===== config.mk =====
export PLATFORM = sky130hd
export DESIGN_NAME = smcp_divider
export DESIGN_NICKNAME = d
export VERILOG_FILES = /design/src/hw/rtl/smcp_pkg.sv /design/src/hw/rtl/smcp_divider.sv
export SDC_FILE = /design/constraint.sdc
export NUM_CORES = 1
export LEC_CHECK = 0
export BUFFER_PORTS_ARGS = -buffer_cell sky130_fd_sc_hd__buf_4
export CORE_ASPECT_RATIO = 0.75
export CORE_MARGIN = 2
export CORE_UTILIZATION = 60
export CTS_CLUSTER_DIAMETER = 40
export DETAILED_ROUTE_END_ITERATION = 6
export GPL_TIMING_DRIVEN = 0
export PLACE_DENSITY = 0.92
export SLEW_MARGIN = 20
export SYNTH_ARGS = -nofsm -noshare
export SYNTH_HDL_FRONTEND = slang
export SYNTH_SLANG_ARGS = --single-unit

===== constraint.sdc =====
create_clock -name clock -period 6.2 [get_ports clock]
set_input_delay 0.62 -clock clock [delete_from_list [all_inputs] [get_ports clock]]
set_output_delay 0.62 -clock clock [all_outputs]
set_load 0.03 [all_outputs]

===== src/hw/rtl/smcp_pkg.sv =====
package smcp_pkg;

   localparam int MaxElementsDefault = 64;
   localparam logic [30:0] PenaltyBoundReset = 31'd163840;

   localparam logic [1:0] StatusNormal     = 2'd0;
   localparam logic [1:0] StatusInfeasible = 2'd1;
   localparam logic [1:0] StatusZeroSum    = 2'd2;

   typedef enum logic [2:0] {
      ST_LOAD,
      ST_ERR,
      ST_CORR,
      ST_DIVSTART,
      ST_DIVWAIT,
      ST_EMIT
   } state_type;

   // divider request/response bundle
   typedef struct packed {
      logic        start;
      logic [63:0] dividend;
      logic [63:0] divisor;
   } div_req_type;

   typedef struct packed {
      logic        done;
      logic [63:0] quotient;
   } div_rsp_type;

endpackage


===== src/hw/rtl/smcp_divider.sv =====
module smcp_divider
   import smcp_pkg::*;
(
   input  logic        clock,
   input  logic        reset,
   input  div_req_type div_req,
   output div_rsp_type div_rsp
);

   // restoring divider, one quotient bit per cycle
   logic [63:0] quot_ff, quot_in;
   logic [64:0] rem_ff, rem_in;
   logic [63:0] dsr_ff, dsr_in;
   logic [6:0]  cnt_ff, cnt_in;
   logic        busy_ff, busy_in;
   logic        done_ff, done_in;
   logic [64:0] trial;

   always_comb begin
      quot_in = quot_ff;
      rem_in  = rem_ff;
      dsr_in  = dsr_ff;
      cnt_in  = cnt_ff;
      busy_in = busy_ff;
      done_in = 1'b0;
      trial   = '0;
      if (div_req.start) begin
         quot_in = div_req.dividend;
         rem_in  = '0;
         dsr_in  = div_req.divisor;
         cnt_in  = 7'd0;
         busy_in = 1'b1;
      end else if (busy_ff) begin
         trial = {rem_ff[63:0], quot_ff[63]};
         if (trial >= {1'b0, dsr_ff}) begin
            rem_in  = trial - {1'b0, dsr_ff};
            quot_in = {quot_ff[62:0], 1'b1};
         end else begin
            rem_in  = trial;
            quot_in = {quot_ff[62:0], 1'b0};
         end
         cnt_in = cnt_ff + 7'd1;
         if (cnt_ff == 7'd63) begin
            busy_in = 1'b0;
            done_in = 1'b1;
         end
      end
   end

   always_ff @(posedge clock) begin
      quot_ff <= quot_in;
      rem_ff  <= rem_in;
      dsr_ff  <= dsr_in;
      cnt_ff  <= cnt_in;
      if (reset) begin
         busy_ff <= 1'b0;
         done_ff <= 1'b0;
      end else begin
         busy_ff <= busy_in;
         done_ff <= done_in;
      end
   end

   assign div_rsp.done     = done_ff;
   assign div_rsp.quotient = quot_ff;

endmodule


# After elaboration in Yosys (flattened, before gate mapping)
# Index checks and enable logic that the tools add are counted.
# op_classes
addsub	2
mul	0
div_mod_pow	0
order_cmp	1
n_eq_ne	1
shift	0
mux	8
bitwise	1
reduce_logical	2
# ops
cell	count
64-bit two-way mux	3
65-bit by 64-bit >= comparator with 1-bit output	1
64-bit subtractor	1
7-bit by 1-bit adder with 7-bit output (second input constant)	1
7-bit by 6-bit equality test with 1-bit output (second input constant)	1
1-bit two-way mux	5
3-bit OR reduction	1
2-bit nonzero test	1
1-bit NOT	1
# totals
reg_bits	201
latchBits	0
ram_bits	0
romBits	0
inputBits	131
output_inout_bits	65
wordCells	21
mem_count	0

# Longest topological paths before layout
# depth
ltp_word	4
ltp_mapped	15

# Least setup slack after synthesis
# Ideal clock, no wire load.
# synth_path
kind	flip-flop to flip-flop
from	register quot_ff[63]
to	register rem_ff[62]
setup_ns	0.091
arrival_time_ns	3.101
required_time_ns	6.109
setup_slack_ns	3.008
stages_incl_launch_ff	15
cell_sequence	edfxtp_1 > inv_1 > ha_1 > fa_1 > nor2b_1 > o21bai_1 > a21oi_1 > o21ai_0 > a211oi_2 > nor4b_2 > o221a_4 > o2111ai_2 > nand4_1 > mux2_1 > a311oi_1
# synth_via
elab_chain_cells	2
# synth_rtl
element	line	text
from (decl)	smcp_divider.sv:11	logic [63:0] quot_ff, quot_in;
from (signal assigned)	smcp_divider.sv:51	quot_ff <= quot_in;
64-bit subtractor or 65-bit by 64-bit >= comparator with 1-bit output (tied branches)	smcp_divider.sv:36, smcp_divider.sv:35	
64-bit two-way mux (*)	smcp_divider.sv:35	if (trial >= {1'b0, dsr_ff}) begin
to (signal assigned)	smcp_divider.sv:52	rem_ff <= rem_in;
to (decl)	smcp_divider.sv:12	logic [64:0] rem_ff, rem_in;
# Mark *: on every way between the ends. The rest lies on a longest branch, timed or not.
# A chain may end at the register's enable or synchronous reset.

# Worst setup path after layout
# Same ends and word-level chain as after synthesis.

==> impl_metrics.toml <==
[cts]
clk_latency_ns = 0.55
cts-htree-levels = 1
clk_pin_slew_worst_paths_ns = 0.07
clock-sinks = 201
clock_tree.root_cell = "clkbuf_16"
cts_tree = "yes"
numCtsBuffers = 24
clock_path_buffers = 3
post_cts_buffers = 0
cts-resized-gates = 0
hold_buffers = 0

[synth]
async_flop_share = 0
synth-main-ff-cell = "edfxtp_1"
syn_area_per_cell_um2 = 10.19
syn-num-nets = 1376
synth-edff-count = 128
yosysTopAreaCell = "edfxtp_1"
synth_seq_cells = 201
synth_seq_area_share = 0.4416
syn_area_um2 = 12010
yosys_warnings = 0
syn_inst = 1179
netlist_top_cells_area = "edfxtp_1 (32%), dfxtp_1 (12%), ha_1 (6.8%), mux2_2 (5.9%), mux2i_1 (4.6%)"
synth_top_area_frac = 0.3199
synthDistinctLibCells = 80

[sta]
rsz0062_at_grt = "false"
slew_viol_final = 0
period_share = 0.6273
setup_viol = 0
fin_crit_ns = 3.889
tightest_slew_ns = 0.8922
fmax_mhz = 257.1
clock_skew_ns = 0.04455
slew_headroom = 0.4052
finalHoldViolCount = 0
setup-tns-final_ns = 0

[floorplan]
num_rows = 44
die_y_um = 126.5
pin_count = 196
initial_utilization = 0.6165
fp.dieArea_um2 = 21180
core_area_um2 = 19490
fp.dieW_um = 167.4

[outcome]
failed_checks = "DRC"
status = "finished with violations"

[critical_path]
path_cells = "inv_1, ha_1, fa_1, nor2b_1, o21bai_1, a21oi_1, o21ai_0, a211oi_2, nor4b_2, o221a_4, o2111ai_2, nand4_1, mux2_1, a311oi_1"
crit_path_max_incr_delay_ns = 0.57
r2r_end = "rem_ff[62]$_SDFFE_PP0P_"
r2r_slack_ns = 2.31
cp.buffers_inverters = 1
timing.rr.start = "quot_ff[63]$_DFFE_PP_"
cp_data_arrival_time_ns = 4.30
worst-setup-path-type = "flip-flop to flip-flop"
crit_path_end_kind = "flip-flop"
crit_fanout = 4
ff2ff_path_depth = 14
critPathSlowestCell = "o21ai_0"
path_delay_family = "compound AO/OA/AOI/OAI gates"
required_ns = 6.61
cp-start-kind = "flip-flop"

[global_route]
grt_max_degree = 68
antenna_found_initial = 0
grtUsageTotal = 0.3074
grt_pass1_vias = 10080
overflow = 0
grt_first_pass_wirelength_mm = 52.27

[power_and_ir_drop]
irDropWorstVdd_mv = 0.2529
p_total_w = 0.004146
power.density_nw_per_um2 = 282.4
p_leak_nw = 6.201

[layout]
final_layout_size_suffix_gt1_frac = 0.2502
layout_commonest_cell = "buf_4"
antenna_cells = 0
final_nets = 1598
mostFrequentLayoutCells = "buf_4 (202), edfxtp_1 (128), nor2_1 (118)"
finalNonFillerCells = 1672
syn_to_final_growth_pct = 22.22
fill_cells = 1294

[min_path]
holdPathEnd = "dsr_ff[61]$_DFFE_PP_"
min_path_cells = 1
hold_path.class = "input port to flip-flop"
hold_start = "div_req[61]"

[flow_run]
drv_cap = 0

[detailed_routing]
ant_nets = 0
wl_mm = 33.72
route.detailed.drc = 4
firstDrtPassIters = 7
drt_iter0_markers = 976
num_vias = 10270
via_per_inst = 6.142
wl_per_cell_um = 20.17

[place]
placed_cells = 1628
io_buffers = 195
gp_congestion = 0.9433
hpwl_mm = 24.39
-- worst register-to-register path, stage by stage, from the launching register on --
cell       delay (ns)
edfxtp_1         0.47
inv_1            0.10
ha_1             0.19
fa_1             0.22
nor2b_1          0.07
o21bai_1         0.17
a21oi_1          0.14
o21ai_0          0.57
a211oi_2         0.17
nor4b_2          0.46
o221a_4          0.31
o2111ai_2        0.11
nand4_1          0.14
mux2_1           0.34
a311oi_1         0.30
-- power by group --
part           total (W)  switching (W)  leakage [nW]  internal, W
clock network    0.00150       0.000624         0.415     0.000873
logic            0.00102       0.000599          3.92     0.000424
registers        0.00163      0.0000731          1.87      0.00155
-- cells by family (layout without fill, tap and decap cells) --
family,Yosys count,in the layout,share of synthesized area
AO/OA/AOI/OAI,308,308,0.1704
flip-flops,201,201,0.4416
XOR/XNOR,66,66,0.04811
adder cells (fa/ha/maj),66,66,0.06936
AND/OR/NAND/NOR,279,279,0.1081
buffers and inverters,140,380,0.05665
multiplexers,119,119,0.1058
-- synthesized netlist by cell type, drive strengths merged (5+ instances only) --
| cell type | count |
|---|---|
| o21ai | 47 |
| dfxtp | 73 |
| xor2 | 25 |
| a211oi | 61 |
| nand3 | 18 |
| a21oi | 85 |
| buf | 20 |
| xnor2 | 41 |
| a21boi | 5 |
| edfxtp | 128 |
| and3 | 10 |
| nor2 | 118 |
| o21a | 7 |
| nor2b | 6 |
| o21bai | 14 |
| mux2i | 55 |
| a21o | 38 |
| nor3 | 18 |
| nand2 | 69 |
| nand4 | 14 |
| a31oi | 16 |
| inv | 80 |
| clkbuf | 39 |
| ha | 65 |
| mux2 | 64 |
-- through the flow --
step           worst slack (ns)  utilization  hold slack [ns]  instance area [µm²]
5_1_grt                   2.041       0.7535           0.2413                14680
2_1_floorplan             3.008            -           0.4539                12010
3_5_place_dp              2.455       0.7096           0.4942                13830
3_3_place_gp              2.017       0.7078           0.4662                13790
4_1_cts                   2.399       0.7535           0.2386                14680
6_report                  2.311       0.7535           0.2423                14680
-- cell type report --
cell class                      instances  area [µm²]  share of cell area
Buffer                                 59       376.6             0.02565
Clock buffer                           25       614.3             0.04184
Clock inverter                         19       240.2             0.01636
Inverter                               81       304.0             0.02071
Multi-Input combinational cell        838        6036              0.4110
Sequential cell                       201        5305              0.3613
Tap cell                              253       316.6             0.02156
Timing Repair Buffer                  196        1491              0.1016
-- state kept, by name, summed over array words and instances (netlist names) --
signal / flops
quot_ff: 64
cnt_ff: 7
busy_ff: 1
rem_ff: 64
done_ff: 1
dsr_ff: 64
-- how the worst max path moves through the flow --
stage	startpoint	end	slack (ns)	cells past startpoint
floorplan	quot_ff[63]$_DFFE_PP_	rem_ff[62]$_SDFFE_PP0P_	3.01	14
global placement	div_req[128]	quot_ff[61]$_DFFE_PP_	2.02	3
detailed placement	quot_ff[63]$_DFFE_PP_	rem_ff[62]$_SDFFE_PP0P_	2.46	14
CTS	quot_ff[63]$_DFFE_PP_	rem_ff[62]$_SDFFE_PP0P_	2.40	14
global route	quot_ff[63]$_DFFE_PP_	rem_ff[62]$_SDFFE_PP0P_	2.04	14
finish	quot_ff[63]$_DFFE_PP_	rem_ff[62]$_SDFFE_PP0P_	2.31	14
-- metal layers --
metal | vias up | global-route usage | share of wire
li1 | 4766 | - | -
met3 | 97 | 0.06958 | 0.097
met4 | 0 | 0.1064 | 0.032
met5 | - | 0 | 0
met1 | 4846 | 0.3996 | 0.41
met2 | 561 | 0.5116 | 0.46
Note: power is estimated with default switching activity, not from simulation.
